<file path="config.mk">
export PLATFORM = sky130hd
export DESIGN_NAME = sha1_message_digest
export DESIGN_NICKNAME = d
export VERILOG_FILES = /design/src/hw/rtl/sha1md_pkg.sv /design/src/hw/rtl/sha1md_round.sv /design/src/hw/rtl/sha1_message_digest.sv
export SDC_FILE = /design/constraint.sdc
export NUM_CORES = 2
export LEC_CHECK = 0
export BUFFER_PORTS_ARGS = -buffer_cell sky130_fd_sc_hd__buf_2
export CORE_MARGIN = 10
export CORE_UTILIZATION = 50
export CTS_BUF_LIST = sky130_fd_sc_hd__clkbuf_8 sky130_fd_sc_hd__clkbuf_16
export DETAILED_ROUTE_END_ITERATION = 10
export PLACE_DENSITY = 0.69
export RECOVER_POWER = 50
export SYNTH_ARGS = -nofsm -noshare
export SYNTH_HDL_FRONTEND = slang
export SYNTH_SLANG_ARGS = --single-unit
</file>
<file path="constraint.sdc">
create_clock -name clk -period 12.5 [get_ports clk]
set_input_delay 2.5 -clock clk [delete_from_list [all_inputs] [get_ports clk]]
set_output_delay 2.5 -clock clk [all_outputs]
set_load 0.01 [all_outputs]
</file>
<file path="src/hw/rtl/sha1md_pkg.sv">
// Shared types, constants and helper functions of the SHA-1 digest block.
package sha1md_pkg;

  localparam int unsigned DIGEST_WORDS = 5;
  localparam int unsigned BLOCK_WORDS = 16;

  localparam logic [31:0] INIT_WORDS [DIGEST_WORDS] = '{
    32'h67452301, 32'hEFCDAB89, 32'h98BADCFE, 32'h10325476, 32'hC3D2E1F0
  };

  localparam logic [31:0] K_ROUND_0 = 32'h5A827999;
  localparam logic [31:0] K_ROUND_1 = 32'h6ED9EBA1;
  localparam logic [31:0] K_ROUND_2 = 32'h8F1BBCDC;
  localparam logic [31:0] K_ROUND_3 = 32'hCA62C1D6;

  localparam logic [7:0] PAD_MARK = 8'h80;
  localparam logic [5:0] LEN_START = 6'd56;
  localparam logic [5:0] LAST_BYTE = 6'd63;

  localparam logic [6:0] ROUND_20 = 7'd20;
  localparam logic [6:0] ROUND_40 = 7'd40;
  localparam logic [6:0] ROUND_60 = 7'd60;
  localparam logic [6:0] LAST_ROUND = 7'd79;

  localparam logic [2:0] LAST_INDEX = 3'(DIGEST_WORDS - 1);

  typedef struct packed {
    logic [7:0] data_byte;
    logic       byte_present;
    logic       end_of_message;
  } in_item_t;

  typedef struct packed {
    logic [31:0] digest_word;
    logic [2:0]  word_index;
    logic        last_word;
  } out_item_t;

  typedef struct packed {
    logic [31:0] a;
    logic [31:0] b;
    logic [31:0] c;
    logic [31:0] d;
    logic [31:0] e;
  } work_t;

  typedef enum logic [2:0] {
    ST_IDLE,
    ST_PAD,
    ST_PAD2,
    ST_ROUND,
    ST_FOLD,
    ST_DONE
  } state_t;

  function automatic logic [31:0] rol1(input logic [31:0] x);
    return {x[30:0], x[31]};
  endfunction

  function automatic logic [31:0] rol5(input logic [31:0] x);
    return {x[26:0], x[31:27]};
  endfunction

  function automatic logic [31:0] rol30(input logic [31:0] x);
    return {x[1:0], x[31:2]};
  endfunction

endpackage

</file>
<file path="src/hw/rtl/sha1md_round.sv">
// One SHA-1 compression round, shared by all eighty rounds of a block.
module sha1md_round
  import sha1md_pkg::*;
(
  input  work_t       cur,
  input  logic [31:0] w,
  input  logic [6:0]  rnd,
  output work_t       nxt
);

  logic [31:0] f;
  logic [31:0] k;

  always_comb begin
    priority if (rnd < ROUND_20) begin
      f = (cur.b & cur.c) | (~cur.b & cur.d);
      k = K_ROUND_0;
    end else if (rnd < ROUND_40) begin
      f = cur.b ^ cur.c ^ cur.d;
      k = K_ROUND_1;
    end else if (rnd < ROUND_60) begin
      f = (cur.b & cur.c) | (cur.b & cur.d) | (cur.c & cur.d);
      k = K_ROUND_2;
    end else begin
      f = cur.b ^ cur.c ^ cur.d;
      k = K_ROUND_3;
    end
  end

  always_comb begin
    nxt.a = rol5(cur.a) + f + cur.e + k + w;
    nxt.b = cur.a;
    nxt.c = rol30(cur.b);
    nxt.d = cur.c;
    nxt.e = cur.d;
  end

endmodule

</file>
<file path="src/hw/rtl/sha1_message_digest.sv">
// Top level of the SHA-1 digest block: byte buffer, sequencer and digest output.
//
//   Channel | Direction | Ports                        | Moves per transfer
//   in      | input     | in_valid, in_stall, in_item  | one byte and/or end mark
//   out     | output    | out_valid, out_stall, out_item | one 32-bit digest word
//
// A byte that does not fill a block is taken without a stall. The byte that fills
// a block stalls the input for load, eighty rounds in the shared round unit and
// fold; an end mark also pads, with a second block when 56 or more bytes pend.
// Digest words leave an output register one per cycle while out_stall is low,
// as the next message is taken; a new digest waits until the previous one has left.
// Reset is synchronous and sets the initial chaining words.
module sha1_message_digest
  import sha1md_pkg::*;
(
  input  logic      clk,
  input  logic      rst_n,
  input  logic      in_valid,
  output logic      in_stall,
  input  in_item_t  in_item,
  output logic      out_valid,
  input  logic      out_stall,
  output out_item_t out_item
);

  state_t state_r;
  state_t state_nxt;

  logic [31:0] chain_r [DIGEST_WORDS];
  logic [31:0] wbuf_r [BLOCK_WORDS];
  logic [31:0] pad_words [BLOCK_WORDS];
  logic [31:0] dig_r [DIGEST_WORDS];
  logic [5:0]  fill_r;
  logic [63:0] bits_r;
  logic [6:0]  rnd_r;
  work_t       work_r;
  work_t       work_nxt;
  logic        close_pend_r;
  logic        tail_r;
  logic        final_r;
  logic        out_busy_r;
  logic [2:0]  out_idx_r;

  logic       in_acc;
  logic       out_acc;
  logic       block_full;
  logic       enter_round;
  logic       pad_en;
  logic       restart;
  logic [5:0] pad_fill;
  logic       pad_mark;
  logic       pad_len;

  assign in_acc = in_valid && !in_stall;
  assign out_acc = out_valid && !out_stall;
  assign block_full = in_item.byte_present && (fill_r == LAST_BYTE);

  always_comb begin
    state_nxt = state_r;
    unique case (state_r)
      ST_IDLE: begin
        if (in_acc) begin
          if (block_full) begin
            state_nxt = ST_ROUND;
          end else if (in_item.end_of_message) begin
            state_nxt = ST_PAD;
          end
        end
      end
      ST_PAD: state_nxt = ST_ROUND;
      ST_PAD2: state_nxt = ST_ROUND;
      ST_ROUND: begin
        if (rnd_r == LAST_ROUND) begin
          state_nxt = ST_FOLD;
        end
      end
      ST_FOLD: begin
        priority if (close_pend_r) begin
          state_nxt = ST_PAD;
        end else if (tail_r) begin
          state_nxt = ST_PAD2;
        end else if (final_r) begin
          state_nxt = ST_DONE;
        end else begin
          state_nxt = ST_IDLE;
        end
      end
      ST_DONE: begin
        if (!out_busy_r) begin
          state_nxt = ST_IDLE;
        end
      end
      default: state_nxt = ST_IDLE;
    endcase
  end

  always_comb begin
    in_stall = (state_r != ST_IDLE);
    pad_en = (state_r == ST_PAD) || (state_r == ST_PAD2);
    restart = (state_r == ST_DONE) && !out_busy_r;
    enter_round = (state_nxt == ST_ROUND) && (state_r != ST_ROUND);
    pad_fill = (state_r == ST_PAD2) ? '0 : fill_r;
    pad_mark = (state_r == ST_PAD);
    pad_len = (state_r == ST_PAD2) || (fill_r < LEN_START);
  end

  always_comb begin
    logic [5:0] b;
    logic [7:0] byte_val;
    for (int j = 0; j < BLOCK_WORDS; j++) begin
      for (int k = 0; k < 4; k++) begin
        b = {4'(j), 2'(k)};
        byte_val = wbuf_r[j][8 * (3 - k) +: 8];
        if (b < pad_fill) begin
          pad_words[j][8 * (3 - k) +: 8] = byte_val;
        end else if ((b == pad_fill) && pad_mark) begin
          pad_words[j][8 * (3 - k) +: 8] = PAD_MARK;
        end else begin
          pad_words[j][8 * (3 - k) +: 8] = '0;
        end
      end
    end
    if (pad_len) begin
      pad_words[BLOCK_WORDS - 2] = bits_r[63:32];
      pad_words[BLOCK_WORDS - 1] = bits_r[31:0];
    end
  end

  sha1md_round u_round (
    .cur (work_r),
    .w   (wbuf_r[0]),
    .rnd (rnd_r),
    .nxt (work_nxt)
  );

  always_ff @(posedge clk) begin
    if (!rst_n) begin
      state_r <= ST_IDLE;
      fill_r <= '0;
      bits_r <= '0;
      close_pend_r <= 1'b0;
      tail_r <= 1'b0;
      final_r <= 1'b0;
      for (int i = 0; i < DIGEST_WORDS; i++) begin
        chain_r[i] <= INIT_WORDS[i];
      end
    end else begin
      state_r <= state_nxt;
      if (in_acc) begin
        if (in_item.byte_present) begin
          fill_r <= fill_r + 6'd1;
          bits_r <= bits_r + 64'd8;
        end
        if (block_full) begin
          close_pend_r <= in_item.end_of_message;
        end
      end
      if (state_r == ST_PAD) begin
        tail_r <= (fill_r >= LEN_START);
        final_r <= (fill_r < LEN_START);
      end
      if (state_r == ST_PAD2) begin
        tail_r <= 1'b0;
        final_r <= 1'b1;
      end
      if (state_r == ST_FOLD) begin
        close_pend_r <= 1'b0;
        chain_r[0] <= chain_r[0] + work_r.a;
        chain_r[1] <= chain_r[1] + work_r.b;
        chain_r[2] <= chain_r[2] + work_r.c;
        chain_r[3] <= chain_r[3] + work_r.d;
        chain_r[4] <= chain_r[4] + work_r.e;
      end
      if (restart) begin
        final_r <= 1'b0;
        fill_r <= '0;
        bits_r <= '0;
        for (int i = 0; i < DIGEST_WORDS; i++) begin
          chain_r[i] <= INIT_WORDS[i];
        end
      end
    end
  end

  always_ff @(posedge clk) begin
    if (in_acc && in_item.byte_present) begin
      wbuf_r[fill_r[5:2]][{~fill_r[1:0], 3'b000} +: 8] <= in_item.data_byte;
    end
    if (pad_en) begin
      for (int j = 0; j < BLOCK_WORDS; j++) begin
        wbuf_r[j] <= pad_words[j];
      end
    end
    if (state_r == ST_ROUND) begin
      for (int j = 0; j < BLOCK_WORDS - 1; j++) begin
        wbuf_r[j] <= wbuf_r[j + 1];
      end
      wbuf_r[BLOCK_WORDS - 1] <= rol1(wbuf_r[13] ^ wbuf_r[8] ^ wbuf_r[2] ^ wbuf_r[0]);
    end
  end

  always_ff @(posedge clk) begin
    if (enter_round) begin
      work_r <= '{a: chain_r[0], b: chain_r[1], c: chain_r[2], d: chain_r[3],
                  e: chain_r[4]};
      rnd_r <= '0;
    end else if (state_r == ST_ROUND) begin
      work_r <= work_nxt;
      rnd_r <= rnd_r + 7'd1;
    end
  end

  always_ff @(posedge clk) begin
    if (!rst_n) begin
      out_busy_r <= 1'b0;
      out_idx_r <= '0;
    end else begin
      if (restart) begin
        out_busy_r <= 1'b1;
        out_idx_r <= '0;
      end else if (out_acc) begin
        out_idx_r <= out_idx_r + 3'd1;
        if (out_idx_r == LAST_INDEX) begin
          out_busy_r <= 1'b0;
        end
      end
    end
  end

  always_ff @(posedge clk) begin
    if (restart) begin
      for (int i = 0; i < DIGEST_WORDS; i++) begin
        dig_r[i] <= chain_r[i];
      end
    end else if (out_acc) begin
      for (int i = 0; i < DIGEST_WORDS - 1; i++) begin
        dig_r[i] <= dig_r[i + 1];
      end
    end
  end

  assign out_valid = out_busy_r;
  assign out_item.digest_word = dig_r[0];
  assign out_item.word_index = out_idx_r;
  assign out_item.last_word = (out_idx_r == LAST_INDEX);

endmodule
</file>
==> results.md <==
- Most common cell after layout, fill and taps aside: edfxtp_1
- F_max: around 120 MHz
- Main synth FF type: edfxtp_1
- Avg WL per Cell: about 24 um
- Inserted Diodes: 0
- Routability cong.: approximately 1
- Post-Syn Area: 58500 sq um
- Most frequent cells in the layout: edfxtp_1 (992), nand2_1 (975), nor2_1 (356)
- Failing checks: max-capacitance violations, max-slew violations
- Post-CTS Hold Buffers: 0
- PostCTS Resize Cnt: 0
- Count of endpoints failing hold in the final timing report: 0
- WP data arrival: around 9000 ps
- Slowest stage delay, CP: ~2700 ps
- IO buf count: between 50 and 60
- M2 GR Usage: 0.390
- First-pass GRT wire length: approximately 250 mm
- Slowest stage cell, crit path: clkbuf_1
- Max_slew headroom: -1.80
- Die extent in x: 362 um
- Clock buffer depth: 3
- Most used routing layer: met2
- Min Tclk post-route: ~8500 ps
- Top Ports: 52
- Syn avg cell area: around 11 sq um
- Worst-Margin Slew: ~4200 ps
- Crit path top cell by count: o21ai_0
- Hold wc startpoint: rnd_r[1]$_SDFFE_PP0P_
- Worst Path Max Fanout: 77
- Yosys top cell by area: edfxtp_1
- Worst min path class: flop to flop
- Yosys top cell area share: 0.510
- Post-synth net total: 5679
- Hpwl dp: 115 mm
- Crit start category: flop
- Via count: 41300
- Setup violators final: 0
- Warnings from Yosys: 0
- Flops & latches, synth: about 1100
- Total Neg Setup Slack: 0 ps
- Core Box Area: 116000 sq um
- Max H-tree Level: 3
- DIE AREA: around 130000 sq um
- Register area share after synthesis: 0.538
- Initial Util: 0.503
- Via density: 5.99
- Finished Layout Cells: a little under 7000
- Crit Path Class: flop to flop
- FFs w/ async S/R, synth: 0
- Clock sink count: between 1000 and 1500
- Outcome: complete, but fails checks
- Placed cells: about 6700
- Max-cap viol count: 17
- Nets: ~5600
- Clock Latency Late Sink: around 730 ps
- Number of synthesized flops with an enable pin: 992
- # DRC: 0
- Synth area leaders: edfxtp_1 (51%), nand2_1 (6.3%), ha_1 (4.5%), fa_1 (4.0%), mux2_2 (4.0%)
- Post-CTS setup buffers: 0
- M3 GR Usage: 0.0364
- Yosys cell types: 86
- Die H: ~360 um
- DR iter-0 viols: ~4600
- Total iterations of the first detailed-routing run: 6
- Clk Tree Root Cell: clkbuf_16
- RR Startpoint: state_r[1]$_SDFF_PN0_
- Count of pins over their slew limit: 864
- Cells after synthesis: between 5000 and 6000
- Clock transition at path regs: around 60 ps
- Period utilization: 0.681
- Initial antenna violation count: 2
- Inserted Clock Buffers: approximately 110
- Final Skew: 34.7 ps
- CP Cell Sequence: inv_1, nor2_1, and2_0, clkbuf_1, o21ai_0, o21ai_0
- Largest net degree at the start of global routing: around 110
- Crit path launch: state_r[1]$_SDFF_PN0_
- Total Wirelength: between 150 and 200 mm
- WP data required: between 10000 and 15000 ps
- GRT overflow: 0
- Element type at the critical path end: flop
- Antenna-violating nets left: 0
- GR Util met1: 0.339
- RSZ-0062 raised after global routing: no
- Row count: around 130
- TritonCTS clock tree: yes
- All-Layer GR Usage: 0.245
- Number of global-route vias before repair: 39900
- Layout cell share with drive strength beyond 1: 0.0837
- Area delta synth->final: 8.59%
critical path, delay by kind of cell (launching register included):
family | cells | cell delay (ps)
AO/OA/AOI/OAI | 2 | 1930
buffers and inverters | 2 | 3000
flip-flops | 1 | 730
AND/OR/NAND/NOR | 2 | 2560
synthesized netlist by cell type, types with 40 or more instances:
cell      number
inv_1        291
ha_1         210
and3_1        40
nand2_1      976
a21oi_1      307
edfxtp_1     992
xnor2_1      174
xor2_1       136
fa_1         117
a22oi_1       63
nor3_1        71
nor2_1       359
nand3_1       54
a21o_1       152
mux2_2       208
dfxtp_1       84
o21ai_0      291
clkbuf_1     217
layer usage:
metal | up-vias | wire (um)
met5 | - | 0
met4 | 0 | 6550
met3 | 337 | 12900
met2 | 1814 | 75100
met1 | 20300 | 69600
li1 | 18900 | -
cells by family (layout without fill, tap and decap cells):
| group | Yosys count | count (layout) | synth area share |
|---|---|---|---|
| xor+xnor | 310 | 310 | 0.0465 |
| simple gates | 1702 | 1702 | 0.124 |
| flops | 1076 | 1076 | 0.538 |
| compound gates | 1112 | 1112 | 0.121 |
| buf+inv | 571 | 600 | 0.0393 |
| fa+ha+maj | 327 | 327 | 0.0850 |
| mux | 240 | 240 | 0.0456 |
through the flow:
step	worst slack (ps)	utilization	instance area, sq um	hold WS (ps)
4_1_cts	5610	0.548	63700	486
3_5_place_dp	5650	0.515	59900	478
6_report	3990	0.546	63500	486
5_1_grt	3430	0.546	63500	509
2_1_floorplan	274	-	58500	449
3_3_place_gp	5740	0.515	59900	470
final cells by class:
class	instances	area (sq um)
Clock buffer	132	3180
Clock inverter	74	614
Fill cell	9920	52700
Sequential cell	1076	31500
Timing Repair Buffer	102	482
Multi-Input combinational cell	3691	24700
Tap cell	1524	1910
Inverter	292	1100
registers in the layout, summed over array words and instances, names as in the netlist, 3 cells and up:
register / cells
work_r: 160
bits_r: 61
state_r: 3
wbuf_r: 512
fill_r: 6
chain_r: 160
rnd_r: 7
dig_r: 160
out_idx_r: 3
worst paths after layout:
check / endpoint / slack [ps] / cells past startpoint
worst max-delay path: wbuf_r[0][7]$_DFFE_PP_ / 3990 / 6
worst min register to register: rnd_r[1]$_SDFFE_PP0P_ / 490 / 2
worst max register to register: wbuf_r[0][7]$_DFFE_PP_ / 3990 / 6
worst min-delay path: rnd_r[1]$_SDFFE_PP0P_ / 490 / 2
Power is left out: the tool's default activity adds up to more than one toggle a clock period on the data nets, which glitch-free logic cannot reach.
